==> src/rtl/core/mandelbrot_escape_time_pixel_macros.svh <==
// ----------------------------------------------------------------------------
// mandelbrot escape-time pixel assertion macros
// Concurrent check wrappers; they expand to nothing in synthesis.
// ----------------------------------------------------------------------------
`ifndef MANDELBROT_ESCAPE_TIME_PIXEL_MACROS_SVH
`define MANDELBROT_ESCAPE_TIME_PIXEL_MACROS_SVH
`ifndef SYNTHESIS
// same-cycle implication, checked out of reset
`define MBROT_ASSERT_SAME(label, clk, rst_n, ante, cons) \
	label: assert property (@(posedge clk) disable iff (!rst_n) (ante) |-> (cons)) \
		else $error("mbrot check failed");
// next-cycle implication, checked out of reset
`define MBROT_ASSERT_NEXT(label, clk, rst_n, ante, cons) \
	label: assert property (@(posedge clk) disable iff (!rst_n) (ante) |=> (cons)) \
		else $error("mbrot check failed");
`else
`define MBROT_ASSERT_SAME(label, clk, rst_n, ante, cons)
`define MBROT_ASSERT_NEXT(label, clk, rst_n, ante, cons)
`endif
`endif

==> src/rtl/core/mbrot_pkg.sv <==
// ----------------------------------------------------------------------------
// mbrot_pkg
// Shared types, fixed-point constants and the color palette.
// ----------------------------------------------------------------------------
package mbrot_pkg;

	// fixed-point format
	localparam int FRAC_W    = 28;
	localparam int ORIGIN_W  = 32;
	localparam int STEP_W    = 31;
	localparam int LIMIT_W   = 16;
	localparam int ZMUL_W    = 30;
	localparam int SQ_W      = 31;
	localparam int CFG_W     = 32;
	localparam int CFG_IDX_W = 3;
	localparam int COLOR_W   = 8;

	// register indexes
	localparam logic [CFG_IDX_W-1:0] REG_REAL_ORIGIN = 3'd0;
	localparam logic [CFG_IDX_W-1:0] REG_IMAG_ORIGIN = 3'd1;
	localparam logic [CFG_IDX_W-1:0] REG_REAL_STEP   = 3'd2;
	localparam logic [CFG_IDX_W-1:0] REG_IMAG_STEP   = 3'd3;
	localparam logic [CFG_IDX_W-1:0] REG_LIMIT       = 3'd4;

	// register reset values
	localparam logic signed [ORIGIN_W-1:0] RST_REAL_ORIGIN = 32'shD8000000;
	localparam logic signed [ORIGIN_W-1:0] RST_IMAG_ORIGIN = 32'shE0000000;
	localparam logic [STEP_W-1:0]          RST_REAL_STEP   = 31'd65536;
	localparam logic [STEP_W-1:0]          RST_IMAG_STEP   = 31'd65536;
	localparam logic [LIMIT_W-1:0]         RST_LIMIT       = 16'd200;

	typedef struct packed {
		logic signed [ORIGIN_W-1:0] real_origin;
		logic signed [ORIGIN_W-1:0] imag_origin;
		logic [STEP_W-1:0]          real_step;
		logic [STEP_W-1:0]          imag_step;
		logic [LIMIT_W-1:0]         limit;
	} cfg_t;

	// controller to datapath
	typedef struct packed {
		logic load;
		logic map;
		logic snap;
		logic step;
		logic finish;
	} cmd_t;

	// datapath to controller
	typedef struct packed {
		logic finish;
	} status_t;

	typedef struct packed {
		logic [COLOR_W-1:0] r;
		logic [COLOR_W-1:0] g;
		logic [COLOR_W-1:0] b;
	} rgb_t;

	localparam rgb_t INSIDE_RGB = '{r: 8'd16, g: 8'd16, b: 8'd16};

	// sixteen-entry escape palette
	function automatic rgb_t palette(input logic [3:0] idx);
		rgb_t c;
		case (idx)
			4'd0:    c = '{r: 8'd66,  g: 8'd30,  b: 8'd15};
			4'd1:    c = '{r: 8'd25,  g: 8'd7,   b: 8'd26};
			4'd2:    c = '{r: 8'd9,   g: 8'd1,   b: 8'd47};
			4'd3:    c = '{r: 8'd4,   g: 8'd4,   b: 8'd73};
			4'd4:    c = '{r: 8'd0,   g: 8'd7,   b: 8'd100};
			4'd5:    c = '{r: 8'd12,  g: 8'd44,  b: 8'd138};
			4'd6:    c = '{r: 8'd24,  g: 8'd82,  b: 8'd177};
			4'd7:    c = '{r: 8'd57,  g: 8'd125, b: 8'd209};
			4'd8:    c = '{r: 8'd134, g: 8'd181, b: 8'd229};
			4'd9:    c = '{r: 8'd211, g: 8'd236, b: 8'd248};
			4'd10:   c = '{r: 8'd241, g: 8'd233, b: 8'd191};
			4'd11:   c = '{r: 8'd248, g: 8'd201, b: 8'd95};
			4'd12:   c = '{r: 8'd255, g: 8'd170, b: 8'd0};
			4'd13:   c = '{r: 8'd204, g: 8'd128, b: 8'd0};
			4'd14:   c = '{r: 8'd153, g: 8'd87,  b: 8'd0};
			default: c = '{r: 8'd106, g: 8'd52,  b: 8'd3};
		endcase
		return c;
	endfunction

endpackage

==> src/rtl/core/mbrot_ctrl.sv <==
// ----------------------------------------------------------------------------
// mbrot_ctrl
// Sequencer: load, map to c, snap the imaginary part, iterate, deliver.
// ----------------------------------------------------------------------------
module mbrot_ctrl (
	input  logic                 clk,
	input  logic                 arst_n,
	input  logic                 start,
	input  mbrot_pkg::status_t   stat,
	output mbrot_pkg::cmd_t      cmd,
	output logic                 busy,
	output logic                 done
);
	import mbrot_pkg::*;

	typedef enum logic [1:0] {
		ST_IDLE,
		ST_MAP,
		ST_SNAP,
		ST_ITER
	} state_t;

	state_t state_q;
	logic   done_q;

	// state and result strobe
	always_ff @(posedge clk or negedge arst_n) begin
		if (!arst_n) begin
			state_q <= ST_IDLE;
			done_q  <= 1'b0;
		end else begin
			done_q <= 1'b0;
			unique case (state_q)
				ST_IDLE: begin
					if (start) state_q <= ST_MAP;
				end
				ST_MAP:  state_q <= ST_SNAP;
				ST_SNAP: state_q <= ST_ITER;
				ST_ITER: begin
					if (stat.finish) begin
						state_q <= ST_IDLE;
						done_q  <= 1'b1;
					end
				end
				default: state_q <= ST_IDLE;
			endcase
		end
	end

	// datapath commands
	always_comb begin
		cmd        = '0;
		cmd.load   = (state_q == ST_IDLE) && start;
		cmd.map    = (state_q == ST_MAP);
		cmd.snap   = (state_q == ST_SNAP);
		cmd.step   = (state_q == ST_ITER) && !stat.finish;
		cmd.finish = (state_q == ST_ITER) && stat.finish;
	end

	assign busy = (state_q != ST_IDLE);
	assign done = done_q;

endmodule

==> config.mk <==
export PLATFORM = sky130hd
export DESIGN_NAME = mbrot_ctrl
export DESIGN_NICKNAME = d
export VERILOG_FILES = /design/src/rtl/core/mandelbrot_escape_time_pixel_macros.svh /design/src/rtl/core/mbrot_pkg.sv /design/src/rtl/core/mbrot_ctrl.sv
export SDC_FILE = /design/constraint.sdc
export NUM_CORES = 1
export LEC_CHECK = 0
export BUFFER_PORTS_ARGS = -buffer_cell sky130_fd_sc_hd__buf_2
export CAP_MARGIN = 20
export CORE_AREA = 2 2 39 41
export DETAILED_ROUTE_END_ITERATION = 7
export DIE_AREA = 0 0 41 43
export PLACE_DENSITY = 0.4
export SETUP_SLACK_MARGIN = 0.5
export SYNTH_ARGS = -nofsm -noshare
export SYNTH_HDL_FRONTEND = slang
export SYNTH_SLANG_ARGS = --single-unit
==> constraint.sdc <==
create_clock -name clk -period 1.3 [get_ports clk]
set_input_delay 0.13 -clock clk [delete_from_list [all_inputs] [get_ports clk]]
set_output_delay 0.13 -clock clk [all_outputs]
set_load 0.01 [all_outputs]
After elaboration in Yosys (flattened, before gate mapping)
Cells that the tools add are included.
{"block": "op_classes", "eq_ne": 5, "muxes": 5, "n_reduce_logical": 7}
{"cell": "$pmux 2 s4", "count": 1}
{"cell": "$eq 2x2->1 const B", "count": 2}
{"cell": "$mux 2", "count": 2}
{"cell": "$ne 2x2->1 const B", "count": 2}
{"cell": "$logic_and 1x1->1", "count": 3}
{"cell": "$eq 2x1->1 const B", "count": 1}
{"cell": "$logic_not 2->1", "count": 1}
{"cell": "$mux 1", "count": 2}
{"cell": "$reduce_and 2->1", "count": 1}
{"cell": "$reduce_bool 2->1", "count": 1}
{"cell": "$logic_not 1->1", "count": 1}
{"block": "totals", "ff_bits": 3, "out_inout_bits": 7}

Depth between registers and ports, before layout
{"block": "depth", "word_depth": 3, "mapped_depth": 4, "depth_no_buf": 4}

Worst setup path before layout
Ideal clock, no wire load.
{"block": "synth_path", "kind": "reg2reg", "start": "register state_q[0]", "end": "register state_q[1]", "arrival_ns": 1.143, "path_slack_ns": 0.032, "stages_incl_launch_ff": 5, "n_path_buf": 0, "synth_period_minus_slack_ns": 1.268, "cell_sequence": "dfrtp_1 ha_1 nor2b_4 a21oi_4 mux2_4"}
{"block": "synth_between", "elab_chain_len": 3}
{"element": "start: declaration", "line": "mbrot_ctrl.sv:23", "text": "state_t state_q;"}
{"element": "start signal: assignment", "line": "mbrot_ctrl.sv:29", "text": "state_q <= ST_IDLE;"}
{"element": "start signal: assignment", "line": "mbrot_ctrl.sv:35", "text": "if (start) state_q <= ST_MAP;"}
{"element": "start signal: assignment", "line": "mbrot_ctrl.sv:37", "text": "ST_MAP: state_q <= ST_SNAP;"}
{"element": "$eq 2x2->1 or $logic_not 2->1 (tied branches)", "line": "mbrot_ctrl.sv:33", "text": "unique case (state_q)"}
{"element": "$ne 2x2->1 (no line)"}
{"element": "$reduce_and 2->1 (no line)"}
Several ways; a longest one is shown, not always the timed one.
A chain may end at the register's enable or synchronous reset.

Worst setup path after layout
{"block": "layout_path", "start": "register state_q[1]", "end": "register state_q[1]"}
The elaborated chain is that of the path after synthesis.

==> impl_summary.md <==
Worst setup path
The kind of capture point of the worst setup path is a register. Data on the critical path is required at its endpoint by 1410 ps. In this run the critical register-to-register path is launched from state_q[1]. The category of the critical setup timing path is register to register.

The count of buffer and inverter cells on the critical path is 0. In this design, the stage delay of the slowest critical-path cell is 400 ps. The arrival time reported for the critical path endpoint is 1410 ps. STA classifies the critical path startpoint as a register. On the critical path, the stage with the largest delay is an instance of sky130_fd_sc_hd__dfrtp_1. The largest delay contributor family on the critical path is flip-flops. The worst setup slack for register-to-register paths is 2 ps. The cell count of the worst reg-to-reg path is 4. The signal on the critical path passes through ha_2 -> nor2b_4 -> a21oi_4 -> mux2_4. In this run the worst path has a maximum fanout of 3. The worst flop-to-flop path endpoint is state_q[1].

Yosys
The number of warning messages in the yosys log is 0. After synthesis, the largest area contributor takes up 33.7% of total cell area. Sorting the synthesized cells by area gives the leading types as sky130_fd_sc_hd__dfrtp_1 (34%), sky130_fd_sc_hd__ha_1 (28%), sky130_fd_sc_hd__a21oi_4 (7.3%), sky130_fd_sc_hd__inv_1 (6.7%), sky130_fd_sc_hd__mux2_4 (6.7%). Synthesis produced a netlist with a net count of 28. Sequential cells were found to cover 33.7% of the synthesized design area. The synthesized netlist occupies a cell area of 223 sq um. The post-synthesis instance total is 19. Synthesis instantiated 9 different standard cells from the library.

The total of flip-flops plus latches after synthesis is 3. Summed over all instances, the cell type with the most area after synthesis is sky130_fd_sc_hd__dfrtp_1. The per-instance average area after synthesis is 11.7 sq um.

STA
The slew at the pin closest to its max-slew limit is 115 ps. The worst pin sits at a relative slew slack of 92.1%. The sum of negative setup slack is 0 ps. The final number of max-transition violations was 0. The hold violation total from the final report came to 0.

The count of endpoints failing setup in the final report is 0. The time the final worst path needs with I/O delays and setup is 1300 ps. The fmax is 771 MHz.

The final cycle utilization of the critical path is 99.8%. Setup repair after global routing could not meet its margin everywhere. For the final database, setup skew stands at 0.743 ps.

Drt
In the routed design, unresolved DRC markers number 0. After detailed routing, the met2 layer carries 234 um of wire. After the first detailed-routing iteration, the DRC count stood at 6.

The routed wire length is 489 um. After detailed routing, the average wire length per cell comes to 8.89 um. For this run, the detailed router's first-pass iteration total came to 2. After detailed routing, the met3 layer carries 47 um of wire.

The number of antenna-violating nets in the routed design is 0. In this run the top signal layer used is met3. The via count is 200. In the final routing, the length of wire on met1 measures 206 um. The via-per-instance ratio is 3.64.

Die
The width of the chip is 41 um. The die extent in y is 43 um. The floorplan step defined a die boundary enclosing 1760 sq um. During I/O placement, the number of pins put on the boundary was 11. Row generation in the floorplan step produced 14 rows. The starting density of the core is 16.1%. The total area inside the core boundary comes to 1380 sq um.

Place
During placement, the flow inserted port buffers numbering 10. Detailed placement finished with a half-perimeter wire length of 351 um. At the end of routability-driven placement, the weighted congestion stood at 0.593.

The placed instances occupy a cell area of 315 sq um.

Final layout
Leaving out fill and tap cells, the most frequent cells in the layout are sky130_fd_sc_hd__buf_6 (7), sky130_fd_sc_hd__buf_2 (6), sky130_fd_sc_hd__ha_4 (3), sky130_fd_sc_hd__clkbuf_4 (3), sky130_fd_sc_hd__dfrtp_1 (3). The multi-input combinational cells in the finished layout cover a total of 175 sq um. The share of post-route cells with drive strength above 1 is 76.9%.

In the final design database the tool counted 49 nets. The number of antenna diodes is 0. Compared with the post-synthesis result, the final layout area differs by 101%. The final design area excluding fillers is 448 sq um. Across the whole layout, storage elements account for 75.1 sq um. After filler insertion, the fill cell instance count of the layout stands at 146. Leaving out fill and tap cells, the most frequent cell in the layout is sky130_fd_sc_hd__buf_6.

Pwr
IR analysis of the VDD net gives a maximum drop of 1.28 mV. In this run switching power makes up 36.1% of total power. Of the total power, registers draw 15.7%. Combinational logic burns 70.1% of the power.

In this run the static leakage power is 0.000222 uW. The internal power consumption is 721 uW. The total net switching power is 408 uW. The clock network accounts for 14.2% of the total power. The power density over cell area is 2520 nW/um^2.

Global route
The via count of the first global-routing pass came to 211. The pin count of the biggest net entering global routing is 4. The wire length of the first global-routing pass is 814 um. For this run, the total global-route usage over all layers was measured as 7.12%. The overall overflow remaining after global route is 0. The number of antenna violations at the first check in global routing came to 0.

Clock tree
The clock reaches the later pin of the worst-skew pair after 230 ps. CTS built an H-tree with a depth of 1. CTS placed an instance of sky130_fd_sc_hd__clkbuf_4 at the clock tree root. The number of clock sinks is 3.

The total CTS buffers is 3. The CTS tree is done. The clock tree buffer depth is 2.

After clock tree synthesis, the clock-pin slew on the worst setup and hold paths is 40 ps.

Worst hold path
The startpoint of the lowest-slack hold path is stat. The worst hold path class is input port to register. The path with the worst hold slack has its endpoint at done. The depth of the worst hold-timing path is 2.

Run status
The run finished with clean final reports.

Run
The max-capacitance violation count is 0.
==> registers in the layout, indices dropped and copies added (netlist names) <==
signal   cells
state_q      2
done         1
==> worst max-delay path by stage <==
stage / startpoint / end / depth (start not counted)
floorplan: state_q[1] / state_q[1] / 4
global placement: state_q[1] / state_q[1] / 4
detailed placement: state_q[0] / state_q[1] / 4
CTS: state_q[1] / cmd[0] / 3
global route: state_q[0] / cmd[1] / 3
finish: state_q[1] / state_q[1] / 4
==> area by class of cell <==
class                           instances  area share (%)
Multi-Input combinational cell         12            39.1
Inverter                                4            3.91
Clock buffer                            4            5.87
Sequential cell                         3            16.8
Timing Repair Buffer                   16            29.9
Tap cell                               16            4.47
==> per-layer routing <==
| metal | up-vias | global-route usage (%) |
|---|---|---|
| li1 | 97 | - |
| met1 | 96 | 7.69 |
| met2 | 7 | 10.0 |
| met3 | 0 | 4.71 |
| met4 | 0 | 4.00 |
| met5 | - | 0 |
==> cell usage after synthesis <==
master                    number
sky130_fd_sc_hd__ha_1          5
sky130_fd_sc_hd__inv_1         4
sky130_fd_sc_hd__dfrtp_1       3
sky130_fd_sc_hd__nor2_1        2
sky130_fd_sc_hd__a21oi_4       1
sky130_fd_sc_hd__and2_2        1
sky130_fd_sc_hd__mux2_4        1
sky130_fd_sc_hd__mux2i_1       1
sky130_fd_sc_hd__nor2b_4       1
==> metrics by stage <==
step	hold WS, ps	total power, uW	cells	util, %	setup WS [ps]
3_3_place_gp	-74.3	657	47	22.8	17.1
6_report	211	1130	55	32.4	2.29
2_1_floorplan	-166	493	19	-	51.9
3_5_place_dp	-71.8	662	47	22.8	15.5
4_1_cts	203	1090	55	31.2	5.18
5_1_grt	208	1230	55	32.4	-42.8
==> power by group through the flow <==
stage	Clock (uW)	Combinational, uW	Sequential (uW)
finish	161	791	177
detailed placement	0	484	178
global placement	0	480	177
floorplan	0	322	171
global route	181	859	187
CTS	171	742	178
==> cell families after synthesis <==
family	count (synthesis)	synth area share, %
multiplexers	2	11.2
buffers and inverters	4	6.74
AO/OA/AOI/OAI	1	7.31
AND/OR/NAND/NOR	4	12.9
adder cells (fa/ha/maj)	5	28.1
flip-flops	3	33.7
==> repair_timing <==
action,in CTS,in global routing
gates resized for setup,13,3
pin swaps,3,1
hold buffers,1,0
endpoints found under the hold margin,3,0
endpoints found under the setup margin,10,10
buffers inserted,3,0
Power figures use the tool's default switching activity.
