`config.mk`:
```
export PLATFORM = sky130hd
export DESIGN_NAME = mbrot_regs
export DESIGN_NICKNAME = d
export VERILOG_FILES = /design/src/rtl/core/mandelbrot_escape_time_pixel_macros.svh /design/src/rtl/core/mbrot_pkg.sv /design/src/rtl/core/mbrot_regs.sv
export SDC_FILE = /design/constraint.sdc
export NUM_CORES = 1
export LEC_CHECK = 0
export ABC_CLOCK_PERIOD_IN_PS = 910
export BUFFER_PORTS_ARGS = -buffer_cell sky130_fd_sc_hd__buf_2
export CAP_MARGIN = 20
export CORE_UTILIZATION = 47
export DETAILED_ROUTE_END_ITERATION = 10
export PLACE_DENSITY = 0.75
export SYNTH_ARGS = -nofsm -noshare
export SYNTH_HDL_FRONTEND = slang
export SYNTH_SLANG_ARGS = --single-unit
```
`constraint.sdc`:
```
create_clock -name clk -period 0.91 [get_ports clk]
set_input_delay 0.091 -clock clk [delete_from_list [all_inputs] [get_ports clk]]
set_output_delay 0.091 -clock clk [all_outputs]
set_load 0.01 [all_outputs]
```
`src/rtl/core/mandelbrot_escape_time_pixel_macros.svh`:
```
// ----------------------------------------------------------------------------
// mandelbrot escape-time pixel assertion macros
// Concurrent check wrappers; they expand to nothing in synthesis.
// ----------------------------------------------------------------------------
`ifndef MANDELBROT_ESCAPE_TIME_PIXEL_MACROS_SVH
`define MANDELBROT_ESCAPE_TIME_PIXEL_MACROS_SVH
`ifndef SYNTHESIS
// same-cycle implication, checked out of reset
`define MBROT_ASSERT_SAME(label, clk, rst_n, ante, cons) \
	label: assert property (@(posedge clk) disable iff (!rst_n) (ante) |-> (cons)) \
		else $error("mbrot check failed");
// next-cycle implication, checked out of reset
`define MBROT_ASSERT_NEXT(label, clk, rst_n, ante, cons) \
	label: assert property (@(posedge clk) disable iff (!rst_n) (ante) |=> (cons)) \
		else $error("mbrot check failed");
`else
`define MBROT_ASSERT_SAME(label, clk, rst_n, ante, cons)
`define MBROT_ASSERT_NEXT(label, clk, rst_n, ante, cons)
`endif
`endif

```
`src/rtl/core/mbrot_pkg.sv`:
```
// ----------------------------------------------------------------------------
// mbrot_pkg
// Shared types, fixed-point constants and the color palette.
// ----------------------------------------------------------------------------
package mbrot_pkg;

	// fixed-point format
	localparam int FRAC_W    = 28;
	localparam int ORIGIN_W  = 32;
	localparam int STEP_W    = 31;
	localparam int LIMIT_W   = 16;
	localparam int ZMUL_W    = 30;
	localparam int SQ_W      = 31;
	localparam int CFG_W     = 32;
	localparam int CFG_IDX_W = 3;
	localparam int COLOR_W   = 8;

	// register indexes
	localparam logic [CFG_IDX_W-1:0] REG_REAL_ORIGIN = 3'd0;
	localparam logic [CFG_IDX_W-1:0] REG_IMAG_ORIGIN = 3'd1;
	localparam logic [CFG_IDX_W-1:0] REG_REAL_STEP   = 3'd2;
	localparam logic [CFG_IDX_W-1:0] REG_IMAG_STEP   = 3'd3;
	localparam logic [CFG_IDX_W-1:0] REG_LIMIT       = 3'd4;

	// register reset values
	localparam logic signed [ORIGIN_W-1:0] RST_REAL_ORIGIN = 32'shD8000000;
	localparam logic signed [ORIGIN_W-1:0] RST_IMAG_ORIGIN = 32'shE0000000;
	localparam logic [STEP_W-1:0]          RST_REAL_STEP   = 31'd65536;
	localparam logic [STEP_W-1:0]          RST_IMAG_STEP   = 31'd65536;
	localparam logic [LIMIT_W-1:0]         RST_LIMIT       = 16'd200;

	typedef struct packed {
		logic signed [ORIGIN_W-1:0] real_origin;
		logic signed [ORIGIN_W-1:0] imag_origin;
		logic [STEP_W-1:0]          real_step;
		logic [STEP_W-1:0]          imag_step;
		logic [LIMIT_W-1:0]         limit;
	} cfg_t;

	// controller to datapath
	typedef struct packed {
		logic load;
		logic map;
		logic snap;
		logic step;
		logic finish;
	} cmd_t;

	// datapath to controller
	typedef struct packed {
		logic finish;
	} status_t;

	typedef struct packed {
		logic [COLOR_W-1:0] r;
		logic [COLOR_W-1:0] g;
		logic [COLOR_W-1:0] b;
	} rgb_t;

	localparam rgb_t INSIDE_RGB = '{r: 8'd16, g: 8'd16, b: 8'd16};

	// sixteen-entry escape palette
	function automatic rgb_t palette(input logic [3:0] idx);
		rgb_t c;
		case (idx)
			4'd0:    c = '{r: 8'd66,  g: 8'd30,  b: 8'd15};
			4'd1:    c = '{r: 8'd25,  g: 8'd7,   b: 8'd26};
			4'd2:    c = '{r: 8'd9,   g: 8'd1,   b: 8'd47};
			4'd3:    c = '{r: 8'd4,   g: 8'd4,   b: 8'd73};
			4'd4:    c = '{r: 8'd0,   g: 8'd7,   b: 8'd100};
			4'd5:    c = '{r: 8'd12,  g: 8'd44,  b: 8'd138};
			4'd6:    c = '{r: 8'd24,  g: 8'd82,  b: 8'd177};
			4'd7:    c = '{r: 8'd57,  g: 8'd125, b: 8'd209};
			4'd8:    c = '{r: 8'd134, g: 8'd181, b: 8'd229};
			4'd9:    c = '{r: 8'd211, g: 8'd236, b: 8'd248};
			4'd10:   c = '{r: 8'd241, g: 8'd233, b: 8'd191};
			4'd11:   c = '{r: 8'd248, g: 8'd201, b: 8'd95};
			4'd12:   c = '{r: 8'd255, g: 8'd170, b: 8'd0};
			4'd13:   c = '{r: 8'd204, g: 8'd128, b: 8'd0};
			4'd14:   c = '{r: 8'd153, g: 8'd87,  b: 8'd0};
			default: c = '{r: 8'd106, g: 8'd52,  b: 8'd3};
		endcase
		return c;
	endfunction

endpackage

```
`src/rtl/core/mbrot_regs.sv`:
```
// ----------------------------------------------------------------------------
// mbrot_regs
// Configuration register file with a plain write port; unknown indexes drop.
// ----------------------------------------------------------------------------
module mbrot_regs (
	input  logic                                 clk,
	input  logic                                 arst_n,
	input  logic                                 cfg_write,
	input  logic [mbrot_pkg::CFG_IDX_W-1:0]      cfg_index,
	input  logic [mbrot_pkg::CFG_W-1:0]          cfg_data,
	output mbrot_pkg::cfg_t                      cfg
);
	import mbrot_pkg::*;

	cfg_t cfg_q;

	// register writes
	always_ff @(posedge clk or negedge arst_n) begin
		if (!arst_n) begin
			cfg_q.real_origin <= RST_REAL_ORIGIN;
			cfg_q.imag_origin <= RST_IMAG_ORIGIN;
			cfg_q.real_step   <= RST_REAL_STEP;
			cfg_q.imag_step   <= RST_IMAG_STEP;
			cfg_q.limit       <= RST_LIMIT;
		end else if (cfg_write) begin
			unique case (cfg_index)
				REG_REAL_ORIGIN: cfg_q.real_origin <= $signed(cfg_data);
				REG_IMAG_ORIGIN: cfg_q.imag_origin <= $signed(cfg_data);
				REG_REAL_STEP:   cfg_q.real_step   <= cfg_data[STEP_W-1:0];
				REG_IMAG_STEP:   cfg_q.imag_step   <= cfg_data[STEP_W-1:0];
				REG_LIMIT:       cfg_q.limit       <= cfg_data[LIMIT_W-1:0];
				default: ;
			endcase
		end
	end

	assign cfg = cfg_q;

endmodule

```
; Word-level counts from Yosys, hierarchy flattened
; Cells that the tools add are included.
[op_classes]
n_eq_ne = 4
n_reduce_logical = 6
[ops]
columns = op, n
row1 = $reduce_and A2 Y1, 5
row2 = $eq A3 B2 Y1 const B, 2
row3 = $eq A3 B1 Y1 const B, 1
row4 = $eq A3 B3 Y1 const B, 1
row5 = $logic_not A3 Y1, 1
[word_totals]
reg_bits = 142
in_bits = 38

; Depth between registers and ports, before layout
; Gate-level depths: netlist of the first run.
[depth]
ltp_word = 2
ltp_mapped = 4

; Least setup slack after synthesis of the first run
; No wires, ideal clock.
[synth_path]
kind = in2reg
start = input cfg_index[0] in the netlist's numbering
end = register cfg_q, in the netlist cfg[110]
setup_time_ns = 0.125
t_arrival_ns = 1.014
required_time_ns = 0.785
slack_ns = -0.229
stages = 3
n_path_buf = 1
path_cell_list = nor4b_4 buf_6 mux2_2
[synth_between]
elab_chain_len = 2
[synth_rtl]
columns = item, line_no
row1 = start: declaration, mbrot_regs.sv:9  ; input logic [mbrot_pkg::CFG_IDX_W-1:0] cfg_index,
row2 = $logic_not A3 Y1, mbrot_regs.sv:26  ; unique case (cfg_index)
row3 = $reduce_and A2 Y1 (no source line), --
row4 = end: declaration, mbrot_regs.sv:15  ; cfg_t cfg_q;
; No other way between the ends.
; A chain may end at the register's enable or synchronous reset.

; Worst setup path in the final report of the first run
[layout_path]
start = register cfg_q, in the netlist cfg[140]
end = output cfg[140] in the netlist's numbering
[layout_lines]
columns = item, line_no
row1 = end: declaration, mbrot_regs.sv:11  ; output mbrot_pkg::cfg_t cfg
; No word-level cell between the ends.

==> out/metrics.yaml, run 1 <==
outcome: "finished, violations left"
violations: "negative setup slack"
setup_viol: 154
yosysWarnings: 0
gp_congestion: 0.743
areaGrowthSynthToFinish_pct: 65.0
root_buffer: "clkbuf_16"
largest_reg_flops: 142
die_area_mm2: 0.0118
seq_area_frac_synth: 0.666
cp_num_buf_inv: 1
ir_drop_v: 0.00173
routed_via_density: 5.11
cts.sinks: 142
final_common_cell: "dfrtp_1"
antenna_found_initial: 0
clockBufferDepth: 2
fmax_mhz: 860
crit_path_max_incr_delay_ps: 540
numPortBuffers: 179
synth_area_mm2: 0.00536
path_delay_family: "flip-flops"
cts_buffers: 17
grt_util_all_layers: 0.263
floorplan.rows: 38
path_cells: "buf_6"
synth.largest_area_cell: "dfrtp_1"
report.final.slew_viol_count: 0
path_max_fanout: 2
grt_setup_unrepaired: "yes"
clkLatencyLatePin_ps: 420
syn_area_per_cell_um2: 17.6
critical_path_class: "reg2out"
coreArea_mm2: 0.0110
mostFrequentLayoutCells: "dfrtp_1 (130), buf_2 (121), buf_6 (78), mux2_4 (75), mux2_2 (66)"
synth.distinct_cells: 11
dp_hpwl_mm: 8.57
htree_num_levels: 4
vias: 3889
drive_gt1_frac: 0.731
finalCritPeriodShare: 1.28
cts.clk_slew.worst_paths_ps: 60
num_io_pins: 180
num_antenna_cells: 0
finalHoldViolCount: 0
critPathRequiredTime_ps: 820
worstSetupStartpointType: "flop"
final_core_util: 0.805
cp-end-kind: "output pin"
p_per_area_mw_per_mm2: 2530
drtIter0Drc: 198
synth_area_leaders: "dfrtp_1 (61%), mux2_2 (29%), dfstp_2 (5.9%)"
die_y_um: 109
first_global_vias: 4182
leakagePower_nw: 4.32
synth_seq_cells: 142
fin_skew_ps: 0
start_util: 0.488
fp.dieW_um: 109
grt_pass1_wl_mm: 22.7
hp-class: "in2async"
drtAntennaViolNets: 0
yosysTopAreaCellShare: 0.607
setup_ws_ps: -253
nets: 646
wl_per_cell_um: 20.9
overflow: 0
drc: 0
grt_max_degree: 48
max_slew_margin: 0.799
maxCapViolCount: 0
p_total_mw: 22.4
syn_inst: 304
slowest_stage: "dfstp_2"
cp.arrival_ps: 1070
wl_mm: 15.9
synth_nets: 342
worst_pin_slew_ps: 300
cts_tree: "done"
dr.pass1.iters: 4
min_period_ps: 1160
[through the flow]
step / hold slack [ps] / setup WS, ps / area [µm²] / TNS (ps) / std cells
floorplan: -205 / -229 / 5630 / -19310 / 304
global placement: -73.9 / -438 / 6800 / -53370 / 621
detailed placement: -72.0 / -493 / 6800 / -56790 / 621
CTS: 49.5 / -259 / 8410 / -20420 / 743
global route: 57.3 / -281 / 8840 / -24180 / 761
finish: 61.3 / -253 / 8840 / -20070 / 761
[cell type report]
cell class                 instances  area, µm²
clock buffer                      20        447
timing repair buffer             300       2530
tap                              140        175
fill                             574       2140
sequential                       142       3570
multi-input combinational        147       1980
clock inverter                    12        144
[final timing paths]
path | end | start | cells after the start | slack [ps]
setup reg to reg | cfg[61] | cfg[61] | 3 | -90
max in group asynchronous | cfg[32] | arst_n | 3 | 310
hold reg to reg | cfg[114] | cfg[114] | 1 | 510
setup / recovery | cfg[140] | cfg[140] | 1 | -250
hold / removal | cfg[16] | arst_n | 2 | 60
min in group clk | cfg[138] | cfg_index[2] | 4 | 210
[synth_stat cells]
cell and count:
and4bb_1 1, buf_2 5, buf_4 3, buf_6 7
dfrtp_1 130, dfstp_2 12, mux2_1 6, mux2_2 136
nand4b_1 1, nor4b_4 1, nor4bb_1 2
[cell families (layout without fill, tap and decap cells)]
group | Yosys count | after routing | share of synthesized area
muxes | 142 | 142 | 0.298
DFF | 142 | 142 | 0.666
buffers and inverters | 15 | 332 | 0.0236
and+or+nand+nor | 5 | 5 | 0.0121
[routing by layer]
layer  vias up  routed length, µm  GRT usage
met5         -                  0          0
met4         0                304      0.117
met3        25               1010     0.0825
met2       154               8280      0.439
met1      2016               6290      0.312
li1       1694                  -          -
[what timing repair did]
action                                 4_1_cts  5_1_grt
hold buffers                                33        0
setup endpoints to repair                  171      192
pin swaps                                    1        1
endpoints found under the hold margin      282        0
cloned                                       2        1
gates resized for setup                     43       63
setup buffers                               55       32
[power breakdown]
| group | total (mW) | internal, mW | switching, mW |
|---|---|---|---|
| clock network | 7.01 | 4.35 | 2.66 |
| registers | 8.77 | 7.81 | 0.963 |
| logic | 6.58 | 4.14 | 2.43 |
| total | 22.4 | 16.3 | 6.06 |
No activity file was read; power rests on OpenSTA's default activity.
==> inputs of run 2 (changes only) <==
--- a/config.mk
+++ b/config.mk
@@ -5,6 +5,7 @@
 export SDC_FILE = /design/constraint.sdc
 export NUM_CORES = 1
 export LEC_CHECK = 0
+export ABC_AREA = 1
 export ABC_CLOCK_PERIOD_IN_PS = 910
 export BUFFER_PORTS_ARGS = -buffer_cell sky130_fd_sc_hd__buf_2
 export CAP_MARGIN = 20
==> out/metrics.yaml, run 2 <==
outcome: "finished, violations left"
violations: "design-rule violations, negative setup slack"
top_usage_layer: "met2"
synth_area_mm2: 0.00567
antenna_found_initial: 0
tns_ps: -17570
seq_area_frac_synth: 0.629
cts_tree: "done"
max_slew_margin: 0.733
final_common_cell: "nand2_1"
num_antenna_cells: 0
wl_mm: 18.4
path_delay_family: "flip-flops"
mostFrequentLayoutCells: "nand2_1 (320), buf_2 (140), dfrtp_1 (130), nand3_1 (111), buf_4 (104)"
syn_area_per_cell_um2: 9.08
p_total_mw: 19.8
critPathRequiredTime_ps: 820
finalHoldViolCount: 0
synth.largest_area_cell: "dfrtp_1"
synthFlopType: "dfrtp_1"
htree_num_levels: 4
grt_max_degree: 67
maxCapViolCount: 0
overflow: 0
synthTopCellsByCount: "nand2_1 (320), dfrtp_1 (130), nand3_1 (111)"
die_y_um: 112
synth_edf_count: 0
cp.arrival_ps: 1080
path_max_fanout: 2
grtUsageMet3: 0.0631
vias: 5720
cts_buffers: 17
synth_area_leaders: "dfrtp_1 (57%), nand2_1 (21%), nand3_1 (9.8%)"
fin_skew_ps: 0
numPortBuffers: 179
synth_nets: 663
die_area_mm2: 0.0125
floorplan.rows: 39
setup_ws_ps: -262
syn_inst: 625
use_met1: 0.356
hp-class: "in2async"
yosysWarnings: 0
start_util: 0.488
clkLatencyLatePin_ps: 410
p_per_area_mw_per_mm2: 2320
wl_per_cell_um: 17.0
leakagePower_nw: 4.86
routed_via_density: 5.27
report.final.slew_viol_count: 0
async_reset_ff_frac: 1.00
areaGrowthSynthToFinish_pct: 50.5
cts.sinks: 142
path_cells: "buf_6"
crit_path_max_incr_delay_ps: 560
synth_seq_cells: 142
clockBufferDepth: 2
num_io_pins: 180
coreArea_mm2: 0.0116
grt_util_all_layers: 0.289
largest_reg_flops: 142
grt_pass1_wl_mm: 27.7
worst_pin_slew_ps: 400
min_period_ps: 1170
critical_path_class: "reg2out"
fp.dieW_um: 112
dp_hpwl_mm: 10.9
fmax_mhz: 853
synth.distinct_cells: 16
synth.most_common_cell: "nand2_1"
instances_no_fill: 1086
setup_viol: 143
place_inst: 933
grt_setup_unrepaired: "yes"
root_buffer: "clkbuf_16"
cts.clk_slew.worst_paths_ps: 50
cp_num_buf_inv: 1
ir_drop_v: 0.00126
worstSetupStartpointType: "flop"
dr.pass1.iters: 8
drc: 14
drive_gt1_frac: 0.358
drtAntennaViolNets: 0
yosysTopAreaCellShare: 0.573
slowest_stage: "dfstp_2"
gp_congestion: 0.843
nets: 968
use_met2: 0.483
finalCritPeriodShare: 1.29
first_global_vias: 5525
cp-end-kind: "output pin"
drtIter0Drc: 490
run 2: routing by layer:
metal,wire length (µm),up-vias,part of all wire
met5,0,-,0
met4,625,0,0.034
met3,1250,61,0.068
met2,9350,305,0.51
met1,7190,2775,0.39
li1,-,2579,-
run 2: what timing repair did:
action | in CTS | in global routing
setup buffers | 45 | 43
hold endpoints to repair | 273 | 0
pin swaps | 0 | 0
endpoints found under the setup margin | 142 | 142
resized for setup | 34 | 7
hold buffers | 33 | 0
run 2: final cells by class:
| class | count | area, µm² |
|---|---|---|
| clock inverter | 2 | 10.0 |
| inverter | 6 | 22.5 |
| tap | 143 | 179 |
| multi-input combinational | 439 | 1840 |
| fill | 804 | 3080 |
| timing repair buffer | 324 | 2410 |
| clock buffer | 30 | 504 |
| sequential | 142 | 3570 |
run 2: report_power, final:
group,switching [mW],total (mW),internal (mW)
logic,2.61,5.35,2.74
registers,0.767,8.35,7.58
clock network,2.40,6.10,3.70
run 2: worst paths after layout:
check	from	to	slack, ps	cells past startpoint
max	cfg[109]	cfg[109]	-260	1
min	arst_n	cfg[127]	40	2
max reg2reg	cfg[6]	cfg[6]	0	4
min reg2reg	cfg[63]	cfg[63]	470	2
max in group asynchronous	arst_n	cfg[140]	300	3
min in group clk	cfg_index[2]	cfg[47]	180	5
run 2: cell families (layout without fill, tap and decap cells):
kind of cell,after synthesis,count (layout),share of synthesized area
buf+inv,44,362,0.0465
flops,142,142,0.629
simple gates,439,439,0.324
run 2: per-stage QoR:
| step | hold slack [ps] | util | area [µm²] | setup slack (ps) |
|---|---|---|---|---|
| floorplan | -205 | - | 5670 | 121 |
| global placement | -115 | 0.585 | 6790 | -141 |
| detailed placement | -116 | 0.585 | 6790 | -209 |
| CTS | 19.2 | 0.703 | 8170 | -261 |
| global route | 25.5 | 0.735 | 8540 | -284 |
| finish | 35.6 | 0.735 | 8540 | -262 |
